==> config.mk <==
export PLATFORM = sky130hd
export DESIGN_NAME = vicinity_sysinfo_response_parser
export DESIGN_NICKNAME = d
export VERILOG_FILES = /design/src/design/vsr_pkg.sv /design/src/design/vsr_step.sv /design/src/design/vicinity_sysinfo_response_parser.sv
export SDC_FILE = /design/constraint.sdc
export NUM_CORES = 1
export LEC_CHECK = 0
export ABC_AREA = 1
export BUFFER_PORTS_ARGS = -buffer_cell sky130_fd_sc_hd__buf_4
export CAP_MARGIN = 25
export CORE_UTILIZATION = 59
export CTS_CLUSTER_DIAMETER = 120
export DETAILED_ROUTE_END_ITERATION = 10
export PLACE_DENSITY = 0.8
export SLEW_MARGIN = 40
export SYNTH_ARGS = -nofsm -noshare
export SYNTH_HDL_FRONTEND = slang
export SYNTH_SLANG_ARGS = --single-unit
==> constraint.sdc <==
create_clock -name clk -period 3.51 [get_ports clk]
set_input_delay 0.351 -clock clk [delete_from_list [all_inputs] [get_ports clk]]
set_output_delay 0.351 -clock clk [all_outputs]
set_load 0.02 [all_outputs]
==> src/design/vsr_pkg.sv <==
// Shared types and constants for the vicinity system-information response parser.
package vsr_pkg;

  localparam int UID_BYTES = 8;
  localparam int UID_W     = UID_BYTES * 8;
  localparam int UIDX_W    = $clog2(UID_BYTES);

  // response flags byte
  localparam int RESP_ERR_BIT = 0;

  // information flags byte
  localparam int INFO_DSFID_BIT = 0;
  localparam int INFO_AFI_BIT   = 1;
  localparam int INFO_SIZE_BIT  = 2;
  localparam int INFO_ICREF_BIT = 3;

  // sticky status bits
  localparam int SEEN_ERR_BIT  = 0;
  localparam int SEEN_DONE_BIT = 1;
  localparam int SEEN_SIZE_BIT = 2;

  typedef struct packed {
    logic [7:0] byte_value;
    logic       last_byte;
    logic       extended_mode;
  } vsr_in_t;

  typedef struct packed {
    logic             parse_ok;
    logic [UID_W-1:0] tag_uid;
    logic [16:0]      num_blocks;
    logic [8:0]       blk_bytes;
    logic             size_present;
    logic             used_extended;
  } vsr_out_t;

endpackage

==> src/design/vsr_step.sv <==
// Byte-at-a-time parse state machine; gives the result word for the current byte.
module vsr_step
  import vsr_pkg::*;
(
  input  logic     clk,
  input  logic     rst_n,
  input  logic     accept,
  input  vsr_in_t  in_word,
  output vsr_out_t res
);

  typedef enum logic [3:0] {
    PH_RESP  = 4'd0,
    PH_INFO  = 4'd1,
    PH_UID   = 4'd2,
    PH_DSFID = 4'd3,
    PH_AFI   = 4'd4,
    PH_CNTLO = 4'd5,
    PH_CNTHI = 4'd6,
    PH_BSIZE = 4'd7,
    PH_ICREF = 4'd8,
    PH_DONE  = 4'd9,
    PH_ERR   = 4'd10
  } phase_t;

  localparam logic [UIDX_W-1:0] UID_LAST = UIDX_W'(UID_BYTES - 1);

  phase_t            phase_r, phase_nxt;
  logic [UIDX_W-1:0] uidx_r, uidx_nxt;
  logic [3:0]        info_r, info_nxt;
  logic [UID_W-1:0]  uid_r, uid_nxt;
  logic [15:0]       cnt_r, cnt_nxt;
  logic [7:0]        bsz_r, bsz_nxt;
  logic [2:0]        seen_r, seen_nxt;
  logic              ext_r, ext_nxt;
  logic              uid_done;
  logic              size_ok;

  function automatic phase_t next_field(input phase_t from, input logic [3:0] info);
    phase_t nf;
    nf = PH_DONE;
    if (from < PH_ICREF && info[INFO_ICREF_BIT]) nf = PH_ICREF;
    if (from < PH_CNTLO && info[INFO_SIZE_BIT])  nf = PH_CNTLO;
    if (from < PH_AFI   && info[INFO_AFI_BIT])   nf = PH_AFI;
    if (from < PH_DSFID && info[INFO_DSFID_BIT]) nf = PH_DSFID;
    return nf;
  endfunction

  always_comb begin
    phase_nxt = phase_r;
    uidx_nxt  = uidx_r;
    info_nxt  = info_r;
    uid_nxt   = uid_r;
    cnt_nxt   = cnt_r;
    bsz_nxt   = bsz_r;
    seen_nxt  = seen_r;
    ext_nxt   = ext_r;
    case (phase_r)
      PH_RESP: begin
        ext_nxt = in_word.extended_mode;
        if (in_word.byte_value[RESP_ERR_BIT]) begin
          seen_nxt[SEEN_ERR_BIT] = 1'b1;
          phase_nxt = PH_ERR;
        end else begin
          phase_nxt = PH_INFO;
        end
      end
      PH_INFO: begin
        info_nxt  = in_word.byte_value[3:0];
        uidx_nxt  = '0;
        phase_nxt = PH_UID;
      end
      PH_UID: begin
        uid_nxt[{uidx_r, 3'b000} +: 8] = uid_r[{uidx_r, 3'b000} +: 8] | in_word.byte_value;
        if (uidx_r == UID_LAST) begin
          uidx_nxt  = '0;
          phase_nxt = next_field(PH_UID, info_r);
        end else begin
          uidx_nxt = uidx_r + 1'b1;
        end
      end
      PH_DSFID, PH_AFI, PH_ICREF: begin
        phase_nxt = next_field(phase_r, info_r);
      end
      PH_CNTLO: begin
        cnt_nxt   = {8'h00, in_word.byte_value};
        phase_nxt = ext_r ? PH_CNTHI : PH_BSIZE;
      end
      PH_CNTHI: begin
        cnt_nxt   = {in_word.byte_value, cnt_r[7:0]};
        phase_nxt = PH_BSIZE;
      end
      PH_BSIZE: begin
        bsz_nxt = in_word.byte_value;
        seen_nxt[SEEN_SIZE_BIT] = 1'b1;
        phase_nxt = next_field(PH_BSIZE, info_r);
      end
      default: begin
      end
    endcase
    if (phase_nxt == PH_DONE) seen_nxt[SEEN_DONE_BIT] = 1'b1;
  end

  assign uid_done = phase_nxt inside {[PH_DSFID:PH_DONE]};
  assign size_ok  = seen_nxt[SEEN_SIZE_BIT];

  always_comb begin
    res.parse_ok      = seen_nxt[SEEN_DONE_BIT] & ~seen_nxt[SEEN_ERR_BIT];
    res.tag_uid       = uid_done ? uid_nxt : '0;
    res.num_blocks    = size_ok ? ({1'b0, cnt_nxt} + 17'd1) : '0;
    res.blk_bytes     = size_ok ? ({1'b0, bsz_nxt} + 9'd1) : '0;
    res.size_present  = size_ok;
    res.used_extended = ext_nxt;
  end

  always_ff @(posedge clk) begin
    if (!rst_n || (accept && in_word.last_byte)) begin
      phase_r <= PH_RESP;
      uidx_r  <= '0;
      info_r  <= '0;
      uid_r   <= '0;
      cnt_r   <= '0;
      bsz_r   <= '0;
      seen_r  <= '0;
      ext_r   <= 1'b0;
    end else if (accept) begin
      phase_r <= phase_nxt;
      uidx_r  <= uidx_nxt;
      info_r  <= info_nxt;
      uid_r   <= uid_nxt;
      cnt_r   <= cnt_nxt;
      bsz_r   <= bsz_nxt;
      seen_r  <= seen_nxt;
      ext_r   <= ext_nxt;
    end
  end

endmodule

==> src/design/vicinity_sysinfo_response_parser.sv <==
// Top level of the vicinity-card Get System Information response parser.
//
// Input channel (in_valid/in_ready/in_data): one response byte per word, with
// last_byte marking the final byte and extended_mode taken on the first byte.
// Output channel (out_valid/out_ready/out_data): one result word per response,
// produced from the word marked last.
// Throughput: one input word per cycle while no result waits on a low out_ready.
// The parse state machine updates on every accepted word; the result is
// registered, so it appears on out_valid the cycle after the last byte is accepted.
// The single output register is the only buffer: while a result waits and
// out_ready is low, in_ready drops; as soon as the result is taken (even in the
// same cycle) a new byte is accepted.
// Reset (rst_n low, synchronous) returns the parser to expect a response flags
// byte and empties the output register. After each result the parser clears
// itself for the next response.
module vicinity_sysinfo_response_parser
  import vsr_pkg::*;
(
  input  logic     clk,
  input  logic     rst_n,
  input  logic     in_valid,
  output logic     in_ready,
  input  vsr_in_t  in_data,
  output logic     out_valid,
  input  logic     out_ready,
  output vsr_out_t out_data
);

  logic     accept;
  logic     out_valid_r;
  vsr_out_t out_data_r;
  vsr_out_t res;

  assign in_ready = !out_valid_r || out_ready;
  assign accept   = in_valid && in_ready;

  vsr_step u_step (
    .clk     (clk),
    .rst_n   (rst_n),
    .accept  (accept),
    .in_word (in_data),
    .res     (res)
  );

  always_ff @(posedge clk) begin
    if (!rst_n) begin
      out_valid_r <= 1'b0;
    end else if (accept && in_data.last_byte) begin
      out_valid_r <= 1'b1;
    end else if (out_ready) begin
      out_valid_r <= 1'b0;
    end
  end

  always_ff @(posedge clk) begin
    if (accept && in_data.last_byte) begin
      out_data_r <= res;
    end
  end

  assign out_valid = out_valid_r;
  assign out_data  = out_data_r;

endmodule

* Word level (Yosys, flattened, before mapping)
Cells that the tools add are included.
** Word-level totals
- Flip-flop bits (word level) :: 197
- Input port bits :: 14
- Logic and storage cells :: 83
** Operators by class
- Add/sub/neg operators :: 4
- Order comparisons :: 6
- Equality and inequality tests :: 10
- Shifts and indexed selects :: 3
- Multiplexer cells :: 25
- Bitwise logic cells :: 3
- Reduce and logical (&&, ||, !) cells :: 17
** Operators by type and width (count)
- $bwmux 64 :: 1
- $mux 64 :: 1
- $shift 8x8->64 const A :: 1
- $shiftx 64x7->8 :: 1
- $shiftx 8x8->64 :: 1
- $mux 4 :: 8
- $pmux 16 s2 :: 1
- $pmux 4 s7 :: 1
- $add 16x1->17 const B :: 1
- $eq 4x3->1 const B :: 4
- $mux 1 :: 10
- $add 8x1->9 const B :: 1
- $eq 4x2->1 const B :: 2
- $eq 4x4->1 const B :: 2
- $lt 4x3->1 const B :: 2
- $mux 8 :: 1
- $neg 6->8 :: 1
- $or 8x8->8 :: 1
- $logic_and 1x1->1 :: 7
- $pmux 3 s2 :: 1
- $eq 4x1->1 const B :: 1
- $ge 4x2->1 const B :: 1
- $le 4x4->1 const B :: 1
- $logic_not 4->1 :: 1
- 12 further kinds :: 16

* Logic depth before layout (Yosys ltp)
Gate-level depths: netlist of the first run.
- Depth after elaboration :: 10
- Gate-level depth with buffers :: 18
- Mapped depth without buffers :: 13

* Hierarchy
From an unflattened synthesis of the first run, not the netlist that was laid out.
** Unflattened totals
- Cell total of the unflattened synthesis :: 1231
- Area, all modules :: 9928.3 um^2
** By module, submodules not included
- vsr_step :: instances 1, cells an instance 1127, area each 7064.3 um^2, seq. area each 2062.0 um^2
- vicinity_sysinfo_response_parser :: instances 1, cells an instance 104, area each 2864.0 um^2, seq. area each 2812.7 um^2

* Worst setup path before layout of the first run
Ideal clock, no wire load.
- Path type :: reg2reg
- Start point :: register out_valid_r (netlist: out_valid)
- End point :: register out_data_r, in the netlist out_data[0] (enable)
- Data arrival time :: 2826 ps
- Slack :: 237 ps
- Stages on the path, launching flop included :: 6
- Period minus slack after synthesis :: 3273 ps
- Cells stage by stage :: dfxtp_1 nand2_1 nand2_1 clkinv_1 nand2_1 inv_1
** On the way
- Word-level cells in the longest chain between the ends :: 4
** Ends and longest elaborated chain
- from (decl) :: line vicinity_sysinfo_response_parser.sv:30 : logic out_valid_r;
- from (signal assigned) :: line vicinity_sysinfo_response_parser.sv:47 : out_valid_r <= 1'b0;
- from (signal assigned) :: line vicinity_sysinfo_response_parser.sv:49 : out_valid_r <= 1'b1;
- from (signal assigned) :: line vicinity_sysinfo_response_parser.sv:51 : out_valid_r <= 1'b0;
- $logic_not 1->1 :: line vicinity_sysinfo_response_parser.sv:34 : assign in_ready = !out_valid_r || out_ready;
- $logic_or 1x1->1 :: line vicinity_sysinfo_response_parser.sv:34
- named net in_ready :: line vicinity_sysinfo_response_parser.sv:22 : output logic in_ready,
- $logic_and 1x1->1 :: line vicinity_sysinfo_response_parser.sv:35 : assign accept = in_valid && in_ready;
- $logic_and 1x1->1 :: line vicinity_sysinfo_response_parser.sv:56 : if (accept && in_data.last_byte) begin
- to (signal assigned) :: line vicinity_sysinfo_response_parser.sv:57 : out_data_r <= res;
- to (decl) :: line vicinity_sysinfo_response_parser.sv:31 : vsr_out_t out_data_r;
The timed path passes the listed nets, and every way through them passes these cells.
A chain may end at the register's enable or synchronous reset.

* Final worst setup path of the first run
- Start point :: register u_step.uidx_r[1]
- End point :: register out_data_r, in the netlist out_data[48] (data pin)
** On the way
- Word-level cells in the longest chain between the ends :: 5
- Elaborated cells on any way between the ends :: 13
** Ends and longest elaborated chain
- from (decl) :: line vsr_step.sv:29 : logic [UIDX_W-1:0] uidx_r, uidx_nxt;
- from (signal assigned) :: line vsr_step.sv:128 : uidx_r <= uidx_nxt;
- $shiftx 64x7->8 / $eq 3x3->1 (equally long branches) :: line vsr_step.sv:74, vsr_step.sv:75
- $or 8x8->8 / $mux 4 (equally long branches) :: line vsr_step.sv:74, vsr_step.sv:75
- $shiftx 8x8->64 / $pmux 4 s7 (equally long branches) :: line vsr_step.sv:74, vsr_step.sv:58
- $bwmux 64 (tied with other cells) :: line vsr_step.sv:74 : uid_nxt[{uidx_r, 3'b000} +: 8] = uid_r[{uidx_r, 3'b000} +: 8] | in_word.byte_value;
- $mux 64 / $logic_and 1x1->1 (equally long branches) :: line vsr_step.sv:58, vsr_step.sv:104
Parallel ways exist; a longest one is shown, timed or not.

==> metrics.txt, run 1 <==
clk_lat worst skew 0.44 ns; core outline area 0.0165 mm2; maximum fanout along the worst path 42; TNS Setup 0 ns; #FFs+latches synth 197; share of cells above drive strength 1 0.177; Inserted Clock Buffers 17; startpoint types flop; largest net degree at the start of global routing 123; P_int 3.94 mW; Initial Util 0.604; GRT Residual Overflow 0; WS Path Type reg -> reg; Final Hold Fails 0; max_slew headroom 0.471; power share of the combinational group 0.159; gr usage total 0.295; count leader, synth nand2_1; DRC violations left 0; Period minus WS final 3.08 ns; leakage power 4.75 nW; top cells by area, synth edfxtp_1 (28%), dfxtp_1 (21%), nand2_1 (12%), a21oi_1 (7.4%), nand3_1 (4.9%); antenna cell count 0; CP arrival 3.36 ns; clk root buf clkbuf_16; ys flop type dfxtp_1; Power Density 481 mW/mm2; asr flop ratio synth 0; boundary pin count 109; num rows 47; Seq/Total Area, Yosys 0.488; setup bufs post-CTS 0; Post-synth top cells nand2_1 (306), a21oi_1 (148), dfxtp_1 (104); CTS sink cnt 197; top cell type's share of synthesized area 0.280; status finished, final reports clean; Synth Area per Inst 7.79 um2; CTS clk-pin slew, worst paths 0.07 ns; Tightest Pin Transition 0.794 ns; Max-Cap Viols 0; P&R area growth vs syn 14.8%; worst setup margin 0.430 ns; DR iter-0 viols 959; Worst Skew 0.0126 ns; sw frac 0.285; CTS tree done; net count after synthesis 1303; Hold Path Class in -> reg; total wire length 25100 um; Clk network pwr share 0.368; RSZ-0062 raised after global routing false; detailed-route via count 8908; first-pass GRT wire length 40800 um; net switching power 1.57 mW; clock buffer depth 2; Post-Synthesis Cells 1281; Pre-antenna DRT Iters 7; final period utilization 0.878; hold buffers post-CTS 0; Critical Path Sink Type flop; post-synth top area cell edfxtp_1; CP Data Required Time 3.79 ns; # fillers 1366; vias in the first global route 8001; Worst VDD drop 0.371 mV; Finished Layout Cells 1581; CTS-repair resized insts 0; Final Core Density 0.693; die area 0.0174 mm2; synthesized area 0.00998 mm2; Final Slew Violations 0; DP HPWL 17100 um; Placed Instances 1549; total power 5.51 mW; # setup viols final 0; gpl congestion 0.943; Achievable Freq 325 MHz; DRT antenna net count 0; Setup Slack @ Placement 0.516 ns; initial antenna violation count 0; NumNets Final 1370; number of synthesized flops with an enable pin 93; vias per cell 5.63; post-synthesis cell type count 35; die height 132 um; wire per inst 15.8 um; YS warnings 0; port bufs 108; Reg power frac 0.473; H-tree levels 4; Die X 132 um
-- cell type report --
cell class	instances	area [um2]	share of cell area
Sequential cell	197	4870	0.426
Multi-Input combinational cell	892	4290	0.375
Timing Repair Buffer	123	952	0.0831
Clock buffer	22	518	0.0452
Inverter	117	442	0.0386
Tap cell	220	275	0.0240
Clock inverter	10	103	0.00896
-- registers in the layout (all words and copies together), names as in the netlist --
name            cells
out_data           93
out_valid           1
u_step.bsz_r        8
u_step.cnt_r       16
u_step.ext_r        1
u_step.info_r       4
u_step.phase_r      4
u_step.seen_r       3
u_step.uid_r       64
u_step.uidx_r       3
-- cells by family after synthesis --
group,Yosys count,synth area share
AND/OR/NAND/NOR,592,0.266
AO/OA/AOI/OAI,292,0.154
flip-flops,197,0.488
buffers and inverters,192,0.0818
adder cells (fa/ha/maj),8,0.0100
-- path summary, 6_finish.rpt --
check,slack [ns],end,start,cells past startpoint
worst max-delay path,0.43,out_data[48],u_step.uidx_r[1],9
worst min-delay path,0.10,out_valid,rst_n,3
worst max register to register,0.43,out_data[48],u_step.uidx_r[1],9
worst min register to register,0.45,u_step.bsz_r[1],u_step.bsz_r[1],2
-- worst max-delay path, cell delays in order, from the launching register on --
cell and delay [ns]:
dfxtp_1 0.78, ha_1 0.33, ha_1 0.22, inv_1 0.09, nor2_1 0.16, nand3_1 0.09
nand3_1 0.18, nand3_2 0.46, buf_12 0.36, a21oi_1 0.20
-- cell usage in the layout (no fill, tap or decap), types with 2 or more instances in the layout --
master / instances
a211oi_1: 9
a21oi_1: 148
edfxtp_1: 93
nor3_2: 2
o21ai_1: 18
nor2_1: 81
clkinv_1: 7
or2_2: 52
nand4_1: 34
clkbuf_16: 20
buf_12: 2
a31oi_1: 2
o21ai_0: 96
nand2_2: 2
inv_6: 4
nand3_2: 2
ha_1: 8
o22ai_1: 2
clkinv_2: 3
o21ai_2: 3
nor3_1: 3
clkinvlp_4: 2
dfxtp_1: 104
buf_4: 120
nand3_1: 97
inv_1: 96
clkinv_4: 2
nand2_1: 306
inv_2: 12
o211ai_1: 13
nor2_2: 8
-- per-stage QoR --
step           area, um2  hold WS, ns
3_3_place_gp       10800        0.439
6_report           11500        0.103
4_1_cts            11500       0.0987
2_1_floorplan       9980        0.424
5_1_grt            11500        0.113
3_5_place_dp       10800        0.444
-- metal layers --
| metal | share of wire | vias up | GRT usage |
|---|---|---|---|
| met3 | 0.068 | 58 | 0.0557 |
| met1 | 0.47 | 4069 | 0.427 |
| met2 | 0.44 | 345 | 0.447 |
| met5 | 0 | - | 0 |
| met4 | 0.022 | 0 | 0.0982 |
| li1 | - | 4436 | - |
-- power groups by stage --
| stage | clock network (mW) | logic (mW) | registers [mW] |
|---|---|---|---|
| after floorplan | 0 | 0.563 | 2.71 |
| after CTS | 2.04 | 0.867 | 2.60 |
| after global placement | 0 | 0.846 | 2.65 |
| after global routing | 2.13 | 0.959 | 2.62 |
| after detailed placement | 0 | 0.860 | 2.65 |
| final | 2.03 | 0.874 | 2.61 |
Note: power is estimated with default switching activity, not from simulation.
==> inputs of run 2 (changes only) <==
--- a/config.mk
+++ b/config.mk
@@ -7,3 +7,2 @@
 export LEC_CHECK = 0
-export ABC_AREA = 1
 export BUFFER_PORTS_ARGS = -buffer_cell sky130_fd_sc_hd__buf_4
--- a/constraint.sdc
+++ b/constraint.sdc
@@ -3,2 +3,2 @@
 set_output_delay 0.351 -clock clk [all_outputs]
-set_load 0.02 [all_outputs]
+set_load 0.01 [all_outputs]
==> run 2 against run 1 <==
Effect of this change:
- combinational power fell by 48%
- via count is 11% lower
- core utilization grew 0.73 points
- wire length decreased by 2.2%
- largest power group unchanged
- highest routed layer is now met5
==> metrics.txt, run 2 <==
status finished, final reports clean (unchanged); met2 usage 0.466 (was 0.447); number of synthesized flops with an enable pin 93 (unchanged); busiest grt layer met2 (unchanged); vias in the first global route 7110 (was 8001); Synth Area in Compound Gates 0.117 (was 0.154); H-tree levels 4 (unchanged); net switching power 1.19 mW (was 1.57 mW); Post-synth top cells nor2_1 (165), nand2_1 (151), a21oi_1 (118) (was nand2_1 (306), a21oi_1 (148), dfxtp_1 (104)); Final Slew Violations 0 (unchanged); Final Core Density 0.701 (was 0.693); clk_lat worst skew 0.44 ns (about the same); vias per cell 6.00 (was 5.63); Max-Cap Viols 0 (unchanged); Placed Area 0.0105 mm2 (was 0.0108 mm2); largest net degree at the start of global routing 65 (was 123); CTS clk-pin slew, worst paths 0.07 ns (about the same); CTS tree done (unchanged); DP HPWL 16900 um (was 17100 um); Simple-Gate Fraction of Synth Area 0.214 (was 0.266); wire per inst 18.5 um (was 15.8 um); post-synthesis cell type count 66 (was 35); Synth Area in XOR/XNOR 0.0156 (was 0); power share of the combinational group 0.094 (was 0.159); Inserted Clock Buffers 17 (unchanged); setup bufs post-CTS 0 (unchanged); Finished Cell Area 0.0111 mm2 (was 0.0115 mm2); total wire length 24500 um (was 25100 um); r2r setup slk 0.45 ns (was 0.43 ns); detailed-route via count 7923 (was 8908); NumNets Final 1114 (was 1370); asr flop ratio synth 0 (unchanged); Period minus WS final 3.06 ns (was 3.08 ns); CP Data Required Time 3.67 ns (was 3.79 ns); Post-Synthesis Cells 1009 (was 1281); mux share of post-synthesis cell area 0.0956 (was 0); WS Path Type reg -> reg (unchanged); synthesized area 0.00957 mm2 (was 0.00998 mm2); clk root buf clkbuf_16 (unchanged); Post-Synth Adder-Cell Area 0.0105 (was 0.0100); Final Hold Fails 0 (unchanged); num rows 46 (was 47); most frequent cells in the layout nor2_1 (165), nand2_1 (150), buf_4 (131) (was nand2_1 (306), a21oi_1 (148), buf_4 (120)); most common cell after layout, fill and taps aside nor2_1 (was nand2_1); Worst Skew 0.0117 ns (was 0.0126 ns); clock buffer depth 2 (unchanged); worst setup margin 0.449 ns (was 0.430 ns); Critical Path Sink Type flop (unchanged); main combinational cell family by area after synthesis simple AND/OR/NAND/NOR gates (unchanged); Placed Instances 1289 (was 1549); DRT antenna net count 0 (unchanged); GRT Residual Overflow 0 (unchanged); Critical Path Max Stage Delay 0.51 ns (was 0.78 ns); net count after synthesis 1031 (was 1303); port bufs 108 (unchanged); post-synth top area cell edfxtp_1 (unchanged); CP cell instances buf_4, ha_1, ha_1, nor3b_1, nand4b_1, a21oi_1, a2bb2oi_1, a31o_2, buf_4, nor2_1 (was ha_1, ha_1, inv_1, nor2_1, nand3_1, nand3_1, nand3_2, buf_12, a21oi_1); Worst VDD drop 0.329 mV (was 0.371 mV); Synth Area per Inst 9.48 um2 (was 7.79 um2); # setup viols final 0 (unchanged); Reg power frac 0.511 (was 0.473); max FFs per register 93 (unchanged); DR iter-0 viols 764 (was 959); YS warnings 0 (unchanged); gr usage total 0.300 (was 0.295); GR Util met3 0.0760 (was 0.0557); count leader, synth nor2_1 (was nand2_1); top cells by area, synth edfxtp_1 (29%), dfxtp_1 (22%), nor2_1 (6.5%), a21oi_1 (6.2%), nand2_1 (5.9%) (was edfxtp_1 (28%), dfxtp_1 (21%), nand2_1 (12%), a21oi_1 (7.4%), nand3_1 (4.9%)); maximum fanout along the worst path 64 (was 42); CTS-repair resized insts 0 (unchanged); CTS sink cnt 197 (unchanged); Finished Layout Cells 1321 (was 1581); die height 129 um (was 132 um); P&R area growth vs syn 16.3% (was 14.8%); core outline area 0.0159 mm2 (was 0.0165 mm2); gpl congestion 0.937 (was 0.943); TNS Setup 0 ns (unchanged); #FFs+latches synth 197 (unchanged); ys flop type dfxtp_1 (unchanged); die area 0.0167 mm2 (was 0.0174 mm2); max_slew headroom 0.445 (was 0.471); slowest cell on the critical path buf_4 (was dfxtp_1); antenna cell count 0 (unchanged); Hold Path Class in -> reg (unchanged); P_int 3.68 mW (was 3.94 mW); Clk network pwr share 0.395 (was 0.368); leakage power 3.93 nW (was 4.75 nW); boundary pin count 109 (unchanged); first-pass GRT wire length 37900 um (was 40800 um); DRC violations left 0 (unchanged); Pre-antenna DRT Iters 5 (was 7); initial antenna violation count 3 (was 0); Power Density 437 mW/mm2 (was 481 mW/mm2); share of cells above drive strength 1 0.185 (was 0.177); sw frac 0.244 (was 0.285); hold buffers post-CTS 0 (unchanged); Seq/Total Area, Yosys 0.509 (was 0.488); Setup Slack @ Placement 0.500 ns (was 0.516 ns); Achievable Freq 327 MHz (was 325 MHz); met1 GRT Util 0.397 (was 0.427); top cell type's share of synthesized area 0.292 (was 0.280); RSZ-0062 raised after global routing false (unchanged); final period utilization 0.872 (was 0.878); Die X 129 um (was 132 um); Tightest Pin Transition 0.828 ns (was 0.794 ns); startpoint types flop (unchanged); CP arrival 3.22 ns (was 3.36 ns); Initial Util 0.602 (was 0.604)
==> run 2: critical path, delay by kind of cell, from the launching register on <==
kind / cells / cell delay [ns]
and+or+nand+nor: 3 / 0.63
buffers and inverters: 2 / 0.69
adders and majority gates: 2 / 0.41
DFF: 1 / 0.33
AOI/OAI and AO/OA: 3 / 0.65
==> run 2: cell type report <==
type	instances	area, um2
Multi-Input combinational cell	732	4340
Timing Repair Buffer	133	1020
Clock inverter	11	129
Sequential cell	197	4870
Tap cell	216	270
Inverter	11	42.5
Fill cell	1237	4760
Clock buffer	21	450
==> run 2: final timing paths <==
kind | cells past startpoint | from | to
worst max register to register | 10 | u_step.uidx_r[1] | out_data[31]
worst max-delay path | 10 | u_step.uidx_r[1] | out_data[31]
worst min register to register | 2 | u_step.seen_r[1] | u_step.seen_r[1]
worst min-delay path | 2 | rst_n | out_valid
==> run 2: routing by layer <==
layer | part of all wire | wire (um) | up-vias
li1 | - | - | 3736
met5 | 0.00069 | 17 | -
met4 | 0.029 | 722 | 2
met1 | 0.41 | 9980 | 3752
met3 | 0.093 | 2290 | 65
met2 | 0.47 | 11500 | 368
==> run 2: cells by family after synthesis <==
logic type | after synthesis
buffers and inverters | 80
adder cells (fa/ha/maj) | 8
XOR/XNOR | 17
AND/OR/NAND/NOR | 454
flip-flops | 197
multiplexers | 71
AO/OA/AOI/OAI | 182
==> run 2: power by group through the flow <==
stage               registers, mW  logic [mW]  clock network (mW)
CTS                          2.49       0.455                1.93
detailed placement           2.54       0.452                   0
global placement             2.53       0.444                   0
finish                       2.49       0.457                1.92
floorplan                    2.55       0.278                   0
global route                 2.49       0.494                2.03
==> run 2: per-stage QoR <==
stage               total power [mW]  hold slack [ns]
CTS                             4.87            0.195
global placement                2.98            0.444
global route                    5.01            0.200
finish                          4.87            0.201
detailed placement              2.99            0.462
floorplan                       2.83            0.432
